[config.mk]
export PLATFORM = sky130hd
export DESIGN_NAME = register_file_alu_executor_top
export DESIGN_NICKNAME = d
export VERILOG_FILES = /design/src/design/rfae_pkg.sv /design/src/design/rfae_ram.sv /design/src/design/rfae_ctrl.sv /design/src/design/rfae_dpath.sv /design/src/design/register_file_alu_executor_top.sv
export SDC_FILE = /design/constraint.sdc
export NUM_CORES = 1
export LEC_CHECK = 0
export ABC_CLOCK_PERIOD_IN_PS = 10320
export BUFFER_PORTS_ARGS = -buffer_cell sky130_fd_sc_hd__buf_4
export CORE_ASPECT_RATIO = 1.25
export CORE_MARGIN = 5
export CORE_UTILIZATION = 68
export CTS_CLUSTER_SIZE = 14
export DETAILED_ROUTE_END_ITERATION = 8
export PLACE_DENSITY = 0.86
export SYNTH_ARGS = -nofsm -noshare
export SYNTH_HDL_FRONTEND = slang
export SYNTH_SLANG_ARGS = --single-unit
[constraint.sdc]
create_clock -name clk_i -period 10.32 [get_ports clk_i]
set_clock_uncertainty 0.2 [all_clocks]
set_input_delay 1.032 -clock clk_i [delete_from_list [all_inputs] [get_ports clk_i]]
set_output_delay 1.032 -clock clk_i [all_outputs]
set_load 0.01 [all_outputs]
[src/design/rfae_pkg.sv]
// Shared types and constants for the register file ALU executor.
package rfae_pkg;

  localparam int unsigned FieldIdxBits = 3;
  localparam int unsigned ImmBits      = 32;
  localparam int unsigned ValueBits    = 32;

  typedef enum logic [2:0] {
    OP_CMOV  = 3'd0,
    OP_ADD   = 3'd1,
    OP_MUL   = 3'd2,
    OP_DIV   = 3'd3,
    OP_NAND  = 3'd4,
    OP_LOADI = 3'd5
  } op_e;

  typedef enum logic [1:0] {
    ST_IDLE,
    ST_READ,
    ST_ITER,
    ST_DONE
  } ctrl_state_e;

  typedef struct packed {
    logic [2:0]         operation;
    logic [2:0]         dest_reg;
    logic [2:0]         src_b;
    logic [2:0]         src_c;
    logic [ImmBits-1:0] immediate;
  } in_req_t;

  typedef struct packed {
    logic                 wrote;
    logic [2:0]           written_reg;
    logic [ValueBits-1:0] written_value;
    logic                 div_by_zero;
  } out_req_t;

  typedef struct packed {
    logic load;
    logic exec;
    logic step;
    logic commit;
  } ctrl_cmd_t;

  typedef struct packed {
    logic iterative;
    logic last_step;
    logic out_free;
  } dp_status_t;

endpackage

[src/design/rfae_ram.sv]
// Generic RAM with one write port and two registered read ports.
module rfae_ram #(
  parameter int unsigned WIDTH = 32,
  parameter int unsigned DEPTH = 8
) (
  input  logic                     clk_i,
  input  logic                     we_i,
  input  logic [$clog2(DEPTH)-1:0] waddr_i,
  input  logic [WIDTH-1:0]         wdata_i,
  input  logic                     re_i,
  input  logic [$clog2(DEPTH)-1:0] raddr_a_i,
  input  logic [$clog2(DEPTH)-1:0] raddr_b_i,
  output logic [WIDTH-1:0]         rdata_a_o,
  output logic [WIDTH-1:0]         rdata_b_o
);

  logic [WIDTH-1:0] mem_q [DEPTH];
  logic [WIDTH-1:0] rdata_a_q;
  logic [WIDTH-1:0] rdata_b_q;

  always_ff @(posedge clk_i) begin
    if (we_i) begin
      mem_q[waddr_i] <= wdata_i;
    end
    if (re_i) begin
      rdata_a_q <= mem_q[raddr_a_i];
      rdata_b_q <= mem_q[raddr_b_i];
    end
  end

  assign rdata_a_o = rdata_a_q;
  assign rdata_b_o = rdata_b_q;

endmodule

[src/design/rfae_ctrl.sv]
// Controller state machine that sequences one instruction at a time.
module rfae_ctrl (
  input  logic                   clk_i,
  input  logic                   rst_ni,
  input  logic                   in_valid_i,
  output logic                   in_stall_o,
  input  rfae_pkg::dp_status_t   status_i,
  output rfae_pkg::ctrl_cmd_t    cmd_o
);

  rfae_pkg::ctrl_state_e state_q;
  rfae_pkg::ctrl_state_e state_d;

  always_ff @(posedge clk_i or negedge rst_ni) begin
    if (!rst_ni) begin
      state_q <= rfae_pkg::ST_IDLE;
    end else begin
      state_q <= state_d;
    end
  end

  always_comb begin
    state_d    = state_q;
    cmd_o      = '0;
    in_stall_o = 1'b1;
    case (state_q)
      rfae_pkg::ST_IDLE: begin
        in_stall_o = 1'b0;
        if (in_valid_i) begin
          cmd_o.load = 1'b1;
          state_d    = rfae_pkg::ST_READ;
        end
      end
      rfae_pkg::ST_READ: begin
        cmd_o.exec = 1'b1;
        state_d    = status_i.iterative ? rfae_pkg::ST_ITER : rfae_pkg::ST_DONE;
      end
      rfae_pkg::ST_ITER: begin
        cmd_o.step = 1'b1;
        if (status_i.last_step) begin
          state_d = rfae_pkg::ST_DONE;
        end
      end
      rfae_pkg::ST_DONE: begin
        if (status_i.out_free) begin
          cmd_o.commit = 1'b1;
          state_d      = rfae_pkg::ST_IDLE;
        end
      end
      default: begin
        state_d = rfae_pkg::ST_IDLE;
      end
    endcase
  end

endmodule

[src/design/rfae_dpath.sv]
// Datapath: register file, valid bits, shared multiply/divide unit and result register.
module rfae_dpath #(
  parameter int unsigned REG_COUNT = 8,
  parameter int unsigned WORD_BITS = 32
) (
  input  logic                 clk_i,
  input  logic                 rst_ni,
  input  rfae_pkg::ctrl_cmd_t  cmd_i,
  output rfae_pkg::dp_status_t status_o,
  input  rfae_pkg::in_req_t    in_req_i,
  input  logic                 out_stall_i,
  output logic                 out_valid_o,
  output rfae_pkg::out_req_t   out_req_o
);

  localparam int unsigned IdxW = $clog2(REG_COUNT);
  localparam int unsigned CntW = $clog2(WORD_BITS + 1);

  // Field indexes wrap modulo the register count by repeated subtraction.
  function automatic logic [2:0] wrap_idx(input logic [2:0] field);
    logic [4:0] v;
    v = {2'b00, field};
    for (int k = 0; k < 4; k++) begin
      if (v >= 5'(REG_COUNT)) begin
        v = v - 5'(REG_COUNT);
      end
    end
    return v[2:0];
  endfunction

  rfae_pkg::op_e                 op_q;
  logic [2:0]                    ra_q;
  logic [rfae_pkg::ImmBits-1:0]  imm_q;
  logic                          b_ok_q;
  logic                          c_ok_q;
  logic [WORD_BITS-1:0]          acc_q;
  logic [WORD_BITS-1:0]          opa_q;
  logic [WORD_BITS-1:0]          opb_q;
  logic [WORD_BITS-1:0]          res_q;
  logic                          wr_q;
  logic                          dz_q;
  logic [CntW-1:0]               cnt_q;
  logic [REG_COUNT-1:0]          valid_q;
  logic                          out_valid_q;
  rfae_pkg::out_req_t            out_q;

  logic [IdxW-1:0]      ib;
  logic [IdxW-1:0]      ic;
  logic [IdxW-1:0]      ia;
  logic [WORD_BITS-1:0] rd_b;
  logic [WORD_BITS-1:0] rd_c;
  logic [WORD_BITS-1:0] vb;
  logic [WORD_BITS-1:0] vc;
  logic [WORD_BITS-1:0] exec_val;
  logic                 exec_wr;
  logic                 exec_dz;
  logic                 is_mul;
  logic [WORD_BITS-1:0] mul_acc_next;
  logic [WORD_BITS:0]   div_shift;
  logic [WORD_BITS:0]   div_trial;
  logic                 div_fits;
  logic [WORD_BITS-1:0] div_rem_next;
  logic [WORD_BITS-1:0] div_quo_next;
  logic                 out_free;

  assign ib = IdxW'(wrap_idx(in_req_i.src_b));
  assign ic = IdxW'(wrap_idx(in_req_i.src_c));
  assign ia = IdxW'(ra_q);

  rfae_ram #(
    .WIDTH (WORD_BITS),
    .DEPTH (REG_COUNT)
  ) u_regs (
    .clk_i     (clk_i),
    .we_i      (cmd_i.commit && wr_q),
    .waddr_i   (ia),
    .wdata_i   (res_q),
    .re_i      (cmd_i.load),
    .raddr_a_i (ib),
    .raddr_b_i (ic),
    .rdata_a_o (rd_b),
    .rdata_b_o (rd_c)
  );

  // Entries never written since reset read as zero.
  assign vb = b_ok_q ? rd_b : '0;
  assign vc = c_ok_q ? rd_c : '0;

  always_comb begin
    exec_val = '0;
    exec_wr  = 1'b0;
    exec_dz  = 1'b0;
    case (op_q)
      rfae_pkg::OP_CMOV: begin
        exec_wr  = (vc != '0);
        exec_val = vb;
      end
      rfae_pkg::OP_ADD: begin
        exec_wr  = 1'b1;
        exec_val = vb + vc;
      end
      rfae_pkg::OP_MUL: begin
        exec_wr = 1'b1;
      end
      rfae_pkg::OP_DIV: begin
        exec_dz = (vc == '0);
        exec_wr = (vc != '0);
      end
      rfae_pkg::OP_NAND: begin
        exec_wr  = 1'b1;
        exec_val = ~(vb & vc);
      end
      rfae_pkg::OP_LOADI: begin
        exec_wr  = 1'b1;
        exec_val = WORD_BITS'(imm_q);
      end
      default: begin
        exec_wr = 1'b0;
      end
    endcase
  end

  // One multiplier bit or one quotient bit per step.
  assign is_mul       = (op_q == rfae_pkg::OP_MUL);
  assign mul_acc_next = opb_q[0] ? acc_q + opa_q : acc_q;
  assign div_shift    = {acc_q, opa_q[WORD_BITS-1]};
  assign div_trial    = div_shift - {1'b0, opb_q};
  assign div_fits     = (div_shift >= {1'b0, opb_q});
  assign div_rem_next = div_fits ? div_trial[WORD_BITS-1:0] : div_shift[WORD_BITS-1:0];
  assign div_quo_next = {opa_q[WORD_BITS-2:0], div_fits};

  assign out_free = !out_valid_q || !out_stall_i;

  assign status_o.iterative = is_mul || ((op_q == rfae_pkg::OP_DIV) && (vc != '0));
  assign status_o.last_step = (cnt_q == CntW'(1));
  assign status_o.out_free  = out_free;

  always_ff @(posedge clk_i or negedge rst_ni) begin
    if (!rst_ni) begin
      valid_q     <= '0;
      out_valid_q <= 1'b0;
      cnt_q       <= '0;
    end else begin
      if (cmd_i.commit && wr_q) begin
        valid_q[ia] <= 1'b1;
      end
      out_valid_q <= cmd_i.commit || (out_valid_q && out_stall_i);
      if (cmd_i.exec) begin
        cnt_q <= CntW'(WORD_BITS);
      end else if (cmd_i.step) begin
        cnt_q <= cnt_q - CntW'(1);
      end
    end
  end

  always_ff @(posedge clk_i) begin
    if (cmd_i.load) begin
      op_q   <= rfae_pkg::op_e'(in_req_i.operation);
      ra_q   <= wrap_idx(in_req_i.dest_reg);
      imm_q  <= in_req_i.immediate;
      b_ok_q <= valid_q[ib];
      c_ok_q <= valid_q[ic];
    end
    if (cmd_i.exec) begin
      res_q <= exec_val;
      wr_q  <= exec_wr;
      dz_q  <= exec_dz;
      if (is_mul) begin
        acc_q <= '0;
        opa_q <= vb;
        opb_q <= vc;
      end else begin
        acc_q <= '0;
        opa_q <= vb;
        opb_q <= vc;
      end
    end else if (cmd_i.step) begin
      if (is_mul) begin
        acc_q <= mul_acc_next;
        opa_q <= opa_q << 1;
        opb_q <= opb_q >> 1;
        if (status_o.last_step) begin
          res_q <= mul_acc_next;
        end
      end else begin
        acc_q <= div_rem_next;
        opa_q <= div_quo_next;
        if (status_o.last_step) begin
          res_q <= div_quo_next;
        end
      end
    end
    if (cmd_i.commit) begin
      out_q.wrote         <= wr_q;
      out_q.written_reg   <= wr_q ? ra_q : '0;
      out_q.written_value <= wr_q ? rfae_pkg::ValueBits'(res_q) : '0;
      out_q.div_by_zero   <= dz_q;
    end
  end

  assign out_valid_o = out_valid_q;
  assign out_req_o   = out_q;

endmodule

[src/design/register_file_alu_executor_top.sv]
// Top level of the register file ALU executor: controller, datapath and checks.
//
//   Channel | Direction | Handshake            | Payload
//   --------+-----------+----------------------+------------------------------
//   in      | input     | in_valid_i/in_stall_o  | in_req_i (instruction)
//   out     | output    | out_valid_o/out_stall_i| out_req_o (write report)
//
// An instruction passes through accept, register read and commit for conditional
// move, add, nand, load immediate, the unused codes and a divide by zero.
// Multiply and divide also pass through the iterate state of the shared
// shift-and-add / restoring divide unit, which retires one bit per cycle.
// Reset clears the controller, the output valid flag and the per-register valid
// bits, so every register reads as zero until written; no clearing pass runs.
// The result register lets the next request enter while the last result is
// still stalled; a finished result waits in the commit state only when the
// result register is still full and stalled.
module register_file_alu_executor_top #(
  parameter int unsigned REG_COUNT = 8,
  parameter int unsigned WORD_BITS = 32
) (
  input  logic               clk_i,
  input  logic               rst_ni,
  input  logic               in_valid_i,
  output logic               in_stall_o,
  input  rfae_pkg::in_req_t  in_req_i,
  output logic               out_valid_o,
  input  logic               out_stall_i,
  output rfae_pkg::out_req_t out_req_o
);

  // Commands flow from the controller to the datapath, status flows back.
  rfae_pkg::ctrl_cmd_t  cmd;
  rfae_pkg::dp_status_t status;

  // The controller owns the input handshake and the sequencing of each request.
  rfae_ctrl u_ctrl (
    .clk_i      (clk_i),
    .rst_ni     (rst_ni),
    .in_valid_i (in_valid_i),
    .in_stall_o (in_stall_o),
    .status_i   (status),
    .cmd_o      (cmd)
  );

  // The datapath holds the register file, the iterative unit and the result register.
  rfae_dpath #(
    .REG_COUNT (REG_COUNT),
    .WORD_BITS (WORD_BITS)
  ) u_dpath (
    .clk_i       (clk_i),
    .rst_ni      (rst_ni),
    .cmd_i       (cmd),
    .status_o    (status),
    .in_req_i    (in_req_i),
    .out_stall_i (out_stall_i),
    .out_valid_o (out_valid_o),
    .out_req_o   (out_req_o)
  );

`ifndef NO_ASSERTIONS
  // Only one request is in flight: the port closes right after an accept.
  assert property (@(posedge clk_i) disable iff (!rst_ni)
    (in_valid_i && !in_stall_o) |=> in_stall_o)
    else $error("input accepted while a request was in flight");

  // A commit always presents its result on the next cycle.
  assert property (@(posedge clk_i) disable iff (!rst_ni)
    cmd.commit |=> out_valid_o)
    else $error("committed result not presented");

  // A divide by zero never reports a register write.
  assert property (@(posedge clk_i) disable iff (!rst_ni)
    (out_valid_o && out_req_o.div_by_zero) |-> !out_req_o.wrote)
    else $error("divide by zero reported a write");

  // A result without a write carries zero index and value.
  assert property (@(posedge clk_i) disable iff (!rst_ni)
    (out_valid_o && !out_req_o.wrote) |->
      (out_req_o.written_reg == '0) && (out_req_o.written_value == '0))
    else $error("no-write result carries nonzero fields");
`endif

endmodule

-- After elaboration in Yosys (flattened, before gate mapping)
Memory sizes are Yosys's and may differ from the RTL's. A register that Yosys moved wholly into a read port is not among the register bits.
Index checks and enable logic that the tools add are counted.
- bits in registers: 224
- bits in latches: 0
- bits in writable memories: 256
- memory bits (read-only): 0
- output and inout port bits: 39
- word-level logic and storage cells: 105
- memories: 1
- memories (name ; words ; bits a word ; read ports ; clocked after Yosys merged registers in ; wr ports ; line ; source):
    u_dpath.u_regs.mem_q ; 8 ; 32 ; 2 ; 2 ; 1 ; rfae_ram.sv:17 ; logic [WIDTH-1:0] mem_q [DEPTH];
- add/subtract/negate cells: 4
- $mul: 0
- divide/modulo/power cells: 0
- order comparisons: 5
- eq/ne operators: 12
- shift-type cells: 0
- muxes and demuxes: 40
- bitwise operators: 3
- reductions and logical operators: 21
- operator list (kind ; count):
    $mux 32 ; 15
    $pmux 32 s4 ; 1
    $add 32x32->32 ; 2
    $ge 33x32->1 ; 1
    $and 32x32->32 ; 1
    $logic_not 32->1 ; 1
    $not 32->32 ; 1
    $reduce_bool 32->1 ; 1
    $sub 32x32->32 ; 1
    $mux 1 ; 14
    $lt 3x4->1 const B ; 3
    $mux 6 ; 2
    $or 8x8->8 ; 1
    $pmux 2 s4 ; 1
    $bmux 1 s3 ; 2
    $eq 3x2->1 const B ; 2
    $eq 3x3->1 const B ; 2
    $eq 6x1->1 const B ; 1
    $mux 2 ; 3
    $reduce_bool 2->1 ; 3
    $sub 6x1->6 const B ; 1
    $eq 2x2->1 const B ; 2
    $logic_and 1x1->1 ; 4
    $ne 2x2->1 const B ; 2
    14 further kinds ; 18

-- Depth between registers and ports, before layout
Gate-level depths: netlist of the first run.
- depth in word-level cells: 7
- depth in mapped cells: 18

-- By module
A second synthesis of the first run with hierarchy kept.
- cell total of the unflattened synthesis: 2371
- area total of the unflattened synthesis: 30375.4 um2
- by module, submodules not included (module ; times used ; cells each ; area an instance (um2) ; sequential area each (um2)):
    rfae_dpath ; 1 ; 1788 ; 16346.9 ; 6271.0
    rfae_ram ; 1 ; 561 ; 13820.8 ; 9609.2
    rfae_ctrl ; 1 ; 22 ; 207.7 ; 50.0

-- Worst setup path after synthesis of the first run
No wires, ideal clock.
- path type: input port to flip-flop
- start: in out_stall_i
- end: mem u_dpath.u_regs.mem_q[0][0] (enable)
- library setup time: 0.462 ns
- arrival: 4.607 ns
- data required time: 9.658 ns
- path slack: 5.051 ns
- stages: 4
- path buffers: 0
- cell sequence: nand2_1 -> and2_1 -> nand3b_1 -> nor3_1
- RTL lines (item ; line ; source):
    from (decl) ; register_file_alu_executor_top.sv:27 ; input logic out_stall_i,
    to (decl) ; rfae_ram.sv:17 ;

-- Final worst setup path of the first run
- start: reg u_dpath.c_ok_q
- end: reg u_dpath.res_q[30] (data pin)
- cells in the longest elaborated chain, start to end: 5
- elaborated cells between the ends (all ways): 6
- classes of those cells: add/sub: 1; mux: 3; bitwise: 2
- ends and longest elaborated chain (item ; line ; source):
    from (decl) ; rfae_dpath.sv:35 ; logic c_ok_q;
    from (signal assigned) ; rfae_dpath.sv:162 ; c_ok_q <= valid_q[ic];
    $mux 32 * ; rfae_dpath.sv:87 ; assign vc = c_ok_q ? rd_c : '0;
    branches (longest 2 deep; another with $add 32x32->32) ; -- ;
    $pmux 32 s4 * ; rfae_dpath.sv:93 ; case (op_q)
    $mux 32 * ; rfae_dpath.sv:164 ; if (cmd_i.exec) begin
    to (signal assigned) ; rfae_dpath.sv:165 ; res_q <= exec_val;
    to (signal assigned) ; rfae_dpath.sv:183 ; res_q <= mul_acc_next;
    to (signal assigned) ; rfae_dpath.sv:189 ; res_q <= div_quo_next;
    to (decl) ; rfae_dpath.sv:39 ; logic [WORD_BITS-1:0] res_q;
Every way passes the cells marked *.
A chain may end at the register's enable or synchronous reset.

==> results of run 1 <==
## final cells by class
type                            count  area share, %
Multi-Input combinational cell   1766           41.8
Sequential cell                   544           47.4
Timing Repair Buffer              117           2.62
Inverter                           71          0.793
Clock buffer                       67           4.13
Clock inverter                     31           1.05
Tap cell                          578           2.15
## worst register-to-register path, stage by stage, from the launching register on
cell,delay [ns]
edfxtp_1,0.32
buf_4,0.61
nand2_2,0.57
a221oi_1,0.41
a21o_1,0.21
a221oi_2,0.12
o21a_2,0.27
o21ai_4,0.29
o211ai_2,0.18
a2111oi_4,0.41
mux2_4,0.34
o211ai_2,0.13
## power breakdown
group          switching, mW  internal (mW)
clock network          0.866           1.11
logic                   2.35           1.39
registers              0.470           3.13
total                   3.69           5.63
## synth_stat cells (28+ instances only)
cell | n | area share, %
a21oi_1 | 158 | 2.6
nand3_1 | 49 | 0.79
a21o_1 | 50 | 1.2
clkbuf_1 | 124 | 1.5
mux2_2 | 91 | 3.3
a31oi_1 | 31 | 0.63
xnor2_1 | 61 | 1.7
inv_1 | 70 | 0.85
edfxtp_1 | 495 | 48
nand2_1 | 215 | 2.6
ha_1 | 80 | 3.2
o211ai_1 | 40 | 0.97
dfxtp_1 | 32 | 2.1
a211oi_1 | 28 | 0.68
o21ai_0 | 168 | 2.7
mux4_2 | 133 | 9.7
xor2_1 | 36 | 1.0
nor2_1 | 133 | 1.6
and2_1 | 81 | 1.6
buf_1 | 29 | 0.35
nor3_1 | 30 | 0.49
## cell usage in the layout (no fill, tap or decap), types with 40 or more instances in the layout
cell	netlist	routed
edfxtp_1	495	495
nand2_1	215	215
o21ai_0	168	168
a21oi_1	158	158
mux4_2	133	133
nor2_1	133	126
buf_4	7	117
mux2_2	91	91
and2_1	81	79
ha_1	80	78
inv_1	70	70
xnor2_1	61	61
clkbuf_16	0	53
a21o_1	50	50
nand3_1	49	49
o211ai_1	40	40
## layer usage
| layer | global-route usage (%) | share of wire [%] | vias to the layer above |
|---|---|---|---|
| met5 | 0 | 0.059 | - |
| met1 | 48.4 | 36 | 11300 |
| met2 | 58.4 | 48 | 1791 |
| met3 | 6.29 | 11 | 313 |
| met4 | 16.1 | 5.1 | 6 |
| li1 | - | - | 9845 |
## cells by family (layout without fill, tap and decap cells)
group / after synthesis / count (layout) / share of synthesized area [%]
buffers and inverters: 259 / 286 / 3.46
adder cells (fa/ha/maj): 83 / 83 / 3.40
multiplexers: 247 / 247 / 13.8
AO/OA/AOI/OAI: 672 / 672 / 14.3
AND/OR/NAND/NOR: 667 / 667 / 10.8
flip-flops: 544 / 544 / 51.5
XOR/XNOR: 97 / 97 / 2.75
## final timing paths
check | endpoint | start
min in group clk_i | u_dpath.out_req_o[0]$_DFFE_PP_ | u_dpath.dz_q$_SDFFCE_PN0P_
min | u_ctrl.state_q[0]$_DFFE_PN0P_ | rst_ni
max in group asynchronous | u_dpath.valid_q[3]$_DFFE_PN0P_ | rst_ni
max reg2reg | u_dpath.res_q[30]$_DFFE_PP_ | u_dpath.c_ok_q$_DFFE_PP_
min reg2reg | u_dpath.out_req_o[0]$_DFFE_PP_ | u_dpath.dz_q$_SDFFCE_PN0P_
max | u_dpath.res_q[30]$_DFFE_PP_ | u_dpath.c_ok_q$_DFFE_PP_
## flip-flops by register name, summed over array words and instances (netlist names), 32 cells and up
register / count
u_dpath.u_regs.rdata_a_o: 32
u_dpath.out_req_o: 37
u_dpath.opa_q: 32
u_dpath.acc_q: 32
u_dpath.imm_q: 32
u_dpath.res_q: 32
u_dpath.u_regs.rdata_b_o: 32
u_dpath.opb_q: 32
u_dpath.u_regs.mem_q: 256
==> reports/results.tsv, run 1 <==
stage	metric	value	unit
critical_path	cp_num_buf_inv	1	
layout	fin_area	33600	sq um
timing	timing.slew.headroom	20.8	%
place	io_buffers	86	
grt	grt_pass1_vias	22800	
outcome	status	completed	
timing	fin_crit_sh	40.8	%
timing	fmax	238	MHz
power_and_ir_drop	ir_worst_vdd	0.000197	V
clocking	postCtsHoldBufs	0	
critical_path	cp_slowest_cell	buf_4	
layout	regArea	15900	sq um
timing	tns	0	ns
floorplan	initial_utilization	68.7	%
detailed_routing	wl	92.1	mm
place	dp_cells	3076	
grt	grt_max_degree	89	
detailed_routing	wl_per_cell	29.0	um
critical_path	cpMostUsedCell	o211ai_2	
detailed_routing	drc	0	
yosys	syn_avg_cell_area	12.0	sq um
critical_path	crit_path_max_incr_delay	0.61	ns
yosys	synth.distinct_cells	102	
place	place_area	31800	sq um
timing	min_period	4.21	ns
timing	holdWs	0.0839	ns
yosys	ys.flop_type	edfxtp_1	
critical_path	required	10.59	ns
power_and_ir_drop	power_density	277	nW/um^2
power_and_ir_drop	power.static_leakage	12.0	nW
grt	antenna_found_initial	4	
timing	hold_viol	0	
yosys	netlist_instances	2569	
worst_hold_path	hold_class	in2async	
grt	overflow	0	
detailed_routing	postRouteAntennaNets	0	
place	pre_cts_ws	6.20	ns
critical_path	ff2ff_path_depth	11	
floorplan	die_h	249	um
floorplan	die-area	49900	sq um
timing	setup_viol	0	
place	gp_congestion	0.994	
critical_path	cp-end-kind	flip-flop	
clocking	numClockSinks	544	
layout	final_util	74.5	%
layout	fill_cells	2752	
timing	worst_slack	6.11	ns
layout	layout-drive-gt1-share	18.8	%
floorplan	boundaryPins	87	
detailed_routing	drt-pass1-iter-count	6	
layout	multi_input_area	14000	sq um
critical_path	crit_fanout	88	
grt	track_usage	36.0	%
layout	instances_no_fill	3174	
critical_path	setup.worst_path.class	reg2reg	
yosys	yosysSeqAreaShare	51.5	%
floorplan	die_x	201	um
clocking	numCtsBuffers	53	
timing	tightest_slew	1.18	ns
critical_path	worstPathArrival	4.48	ns
yosys	ys_ff_latch	544	
clocking	clk-insertion-delay-late	0.62	ns
yosys	syn-cell-area	30900	sq um
power_and_ir_drop	total_power	9.32	mW
yosys	synthArstFlopShare	3.13	%
grt	grt_pass1_wl	139	mm
job	cap_violations	0	
layout	nets	2683	
timing	rsz0062_at_grt	no	
layout	antenna_cells	0	
layout	syn_to_final_growth	8.54	%
clocking	cts_resized	0	
clocking	clk_path_buf_depth	3	
critical_path	path_cells	buf_4, nand2_2, a221oi_1, a21o_1, a221oi_2, o21a_2, o21ai_4, o211ai_2, a2111oi_4, mux2_4, o211ai_2	
timing	drv_slew	0	
critical_path	crit_path_start_kind	flip-flop	
critical_path	cp.depth	11	
detailed_routing	via_count	23300	
clocking	clk_pin_slew	0.07	ns
critical_path	critPathTopFamily	compound AO/OA/AOI/OAI gates	
clocking	tritoncts	yes	
floorplan	rows	87	
place	dp_hpwl	58.4	mm
yosys	yosys_warnings	0	
yosys	synth_fp_nets	2699	
detailed_routing	drt_iter0_drc	3681	
clocking	root_buffer	clkbuf_16	
clocking	h-tree-depth	2	
floorplan	core	45100	sq um
clocking	cts_setup_buffers	0	
detailed_routing	vias_per_cell	7.33	
critical_path	r2r_setup_slack	6.11	ns
yosys	synth_edf_count	495	
Note: power is estimated with default switching activity, not from simulation.
==> inputs of run 2 (changes only) <==
--- a/config.mk
+++ b/config.mk
@@ -5,14 +5,15 @@
 export SDC_FILE = /design/constraint.sdc
 export NUM_CORES = 1
 export LEC_CHECK = 0
-export ABC_CLOCK_PERIOD_IN_PS = 10320
+export ABC_AREA = 1
+export ABC_CLOCK_PERIOD_IN_PS = 3700
 export BUFFER_PORTS_ARGS = -buffer_cell sky130_fd_sc_hd__buf_4
 export CORE_ASPECT_RATIO = 1.25
 export CORE_MARGIN = 5
-export CORE_UTILIZATION = 68
+export CORE_UTILIZATION = 57
 export CTS_CLUSTER_SIZE = 14
 export DETAILED_ROUTE_END_ITERATION = 8
-export PLACE_DENSITY = 0.86
+export PLACE_DENSITY = 0.77
 export SYNTH_ARGS = -nofsm -noshare
 export SYNTH_HDL_FRONTEND = slang
 export SYNTH_SLANG_ARGS = --single-unit
==> constraint.sdc (replaced) <==
create_clock -name clk_i -period 3.7 [get_ports clk_i]
set_clock_uncertainty 0.2 [all_clocks]
set_input_delay 0.37 -clock clk_i [delete_from_list [all_inputs] [get_ports clk_i]]
set_output_delay 0.37 -clock clk_i [all_outputs]
set_load 0.01 [all_outputs]
==> reports/results.tsv, run 2 <==
stage	metric	value	unit
critical_path	setup.worst_path.class	reg2reg	
layout	regArea	15900	sq um
yosys	syn-cell-area	31500	sq um
power_and_ir_drop	total_power	27.4	mW
yosys	yosysTopAreaCell	edfxtp_1	
detailed_routing	wl	98.9	mm
floorplan	initial_utilization	57.5	%
critical_path	cp-end-kind	flip-flop	
layout	regMostFlops	u_dpath.u_regs.mem_q	
layout	instances_no_fill	4675	
yosys	synth.distinct_cells	45	
clocking	cts_setup_buffers	0	
place	dp_hpwl	69.8	mm
floorplan	core	54800	sq um
critical_path	worstPathArrival	3.54	ns
timing	hold_viol	0	
timing	fmax	296	MHz
layout	syn_to_final_growth	11.1	%
detailed_routing	drt_iter0_drc	3046	
critical_path	crit_fanout	6	
floorplan	die_x	220	um
clocking	root_buffer	clkbuf_16	
layout	multi_input_area	13100	sq um
outcome	status	completed	
detailed_routing	vias_per_cell	5.95	
clocking	clk_pin_slew	0.07	ns
yosys	synth_fp_nets	3964	
layout	nets	4030	
layout	layout-drive-gt1-share	7.77	%
yosys	yosys-top-cells-count	nand2_1, edfxtp_1, o21ai_0	
floorplan	die_h	273	um
layout	largest_register_ffs	256	
detailed_routing	drt-pass1-iter-count	6	
yosys	synthArstFlopShare	3.13	%
detailed_routing	wl_per_cell	21.2	um
timing	timing.slew.headroom	35.9	%
detailed_routing	postRouteAntennaNets	0	
yosys	yosys_warnings	0	
timing	fin_crit_sh	91.3	%
place	pre_cts_ws	0.381	ns
clocking	numClockSinks	544	
floorplan	die-area	60100	sq um
clocking	numCtsBuffers	51	
timing	setup_viol	0	
detailed_routing	via_count	27800	
grt	grt_max_degree	165	
grt	grt_pass1_wl	150	mm
yosys	netlist_instances	3834	
floorplan	boundaryPins	87	
yosys	synth_edf_count	495	
power_and_ir_drop	p_switching	11.9	mW
power_and_ir_drop	power.static_leakage	14.8	nW
place	io_buffers	86	
layout	fill_cells	4685	
place	gp_congestion	0.997	
timing	drv_slew	0	
grt	grt_pass1_vias	26700	
power_and_ir_drop	power_density	784	nW/um^2
power_and_ir_drop	p_seq_share	36.9	%
clocking	tritoncts	yes	
layout	fin_area	35000	sq um
power_and_ir_drop	p_comb_share	44.0	%
detailed_routing	drc	0	
yosys	ys_ff_latch	544	
yosys	synthTopCellsByArea	edfxtp_1, nand2_1, o21ai_0	
place	dp_cells	4541	
timing	tightest_slew	0.961	ns
clocking	clk-insertion-delay-late	0.62	ns
yosys	synthDominantCellAreaShare	47.2	%
yosys	ys.flop_type	edfxtp_1	
timing	rsz0062_at_grt	no	
place	place_area	32900	sq um
power_and_ir_drop	p_int	15.5	mW
layout	final_util	63.9	%
worst_hold_path	hold_class	in2reg	
timing	min_period	3.38	ns
power_and_ir_drop	clockPowerShare	19.1	%
power_and_ir_drop	ir_worst_vdd	0.000510	V
critical_path	required	3.86	ns
job	cap_violations	0	
layout	final_cell_mix	nand2_1, edfxtp_1, o21ai_0, inv_1, a21oi_1	
clocking	clk_path_buf_depth	3	
layout	final_common_cell	nand2_1	
floorplan	rows	96	
yosys	synthMostInstantiatedCell	nand2_1	
clocking	h-tree-depth	2	
grt	overflow	0	
critical_path	crit_path_start_kind	flip-flop	
yosys	syn_avg_cell_area	8.21	sq um
grt	track_usage	32.4	%
yosys	yosysSeqAreaShare	50.6	%
power_and_ir_drop	power.share.switching	43.5	%
grt	antenna_found_initial	0	
timing	worst_slack	0.322	ns
-- run 2: cell types whose count changed after synthesis, sizes merged, moves of 133 or more --
| cell | previous run | this run |
|---|---|---|
| a21oi | 163 | 350 |
| inv | 71 | 472 |
| mux4 | 133 | 0 |
| nand2 | 217 | 931 |
| nor2 | 133 | 343 |
| o21ai | 191 | 469 |
-- run 2: cell type report --
cell class | instances | share of cell area, %
tap | 735 | 2.63
clock buffer | 63 | 3.84
clock inverter | 29 | 0.815
multi-input combinational | 2642 | 37.6
sequential | 544 | 45.5
inverter | 476 | 5.12
antenna | 1 | 0.00715
timing repair buffer | 185 | 4.48
-- run 2: final timing paths --
path | startpoint | end | slack (ns) | cells past startpoint
hold reg to reg | u_dpath.dz_q$_SDFFCE_PN0P_ | u_dpath.out_req_o[0]$_DFFE_PP_ | 0.22 | 0
setup reg to reg | u_dpath.acc_q[0]$_SDFFE_PP0P_ | u_dpath.res_q[30]$_DFFE_PP_ | 0.32 | 17
setup / recovery | u_dpath.acc_q[0]$_SDFFE_PP0P_ | u_dpath.res_q[30]$_DFFE_PP_ | 0.32 | 17
max in group asynchronous | rst_ni | u_dpath.cnt_q[2]$_DFFE_PN0P_ | 1.90 | 3
hold / removal | in_valid_i | u_ctrl.state_q[1]$_DFFE_PN0P_ | 0.07 | 4
min in group asynchronous | rst_ni | u_dpath.valid_q[7]$_DFFE_PN0P_ | 0.82 | 3
-- run 2: per-stage QoR --
| step | setup TNS (ns) | hold WS (ns) |
|---|---|---|
| floorplan | -4.65 | -0.126 |
| global placement | 0 | 0.0657 |
| detailed placement | 0 | 0.0676 |
| CTS | 0 | 0.0501 |
| global route | 0 | 0.0862 |
| finish | 0 | 0.0681 |
-- run 2: metal layers --
| layer | global-route usage (%) | routed length (um) | vias to the layer above |
|---|---|---|---|
| li1 | - | - | 13200 |
| met1 | 42.1 | 37000 | 12900 |
| met2 | 52.8 | 46800 | 1469 |
| met3 | 3.90 | 8820 | 305 |
| met4 | 17.9 | 6240 | 0 |
| met5 | 0 | 0 | - |
-- run 2: power groups by stage --
stage,combinational (mW),clock (mW),sequential (mW)
6_report,12.1,5.24,10.1
2_1_floorplan,8.29,0,9.73
3_5_place_dp,11.8,0,10.2
3_3_place_gp,11.8,0,10.1
4_1_cts,11.9,5.29,10.1
5_1_grt,13.4,5.55,10.2
-- run 2: timing repair --
item                                   CTS  global route
endpoints found under the hold margin   56             0
hold buffers                            41             0
gates resized for setup                  0             0
-- run 2: critical path, cell delays in order, from the launching register on --
cell	delay [ns]
dfxtp_1	0.44
ha_1	0.22
inv_1	0.07
fa_1	0.51
inv_1	0.22
nand3_1	0.09
nand2_1	0.13
nand2_1	0.07
nand2_1	0.19
nand3_1	0.10
nand2_1	0.18
nand3_1	0.14
nand3_1	0.10
nand3_1	0.11
nand2_1	0.13
nand2_1	0.08
nand2_1	0.07
nand2_1	0.06
-- run 2: kinds of logic after synthesis --
| kind of cell | share of synthesized area (%) |
|---|---|
| AND/OR/NAND/NOR | 19.4 |
| AO/OA/AOI/OAI | 17.9 |
| buffers and inverters | 7.93 |
| flip-flops | 50.6 |
| adder cells (fa/ha/maj) | 3.31 |
| XOR/XNOR | 0.862 |
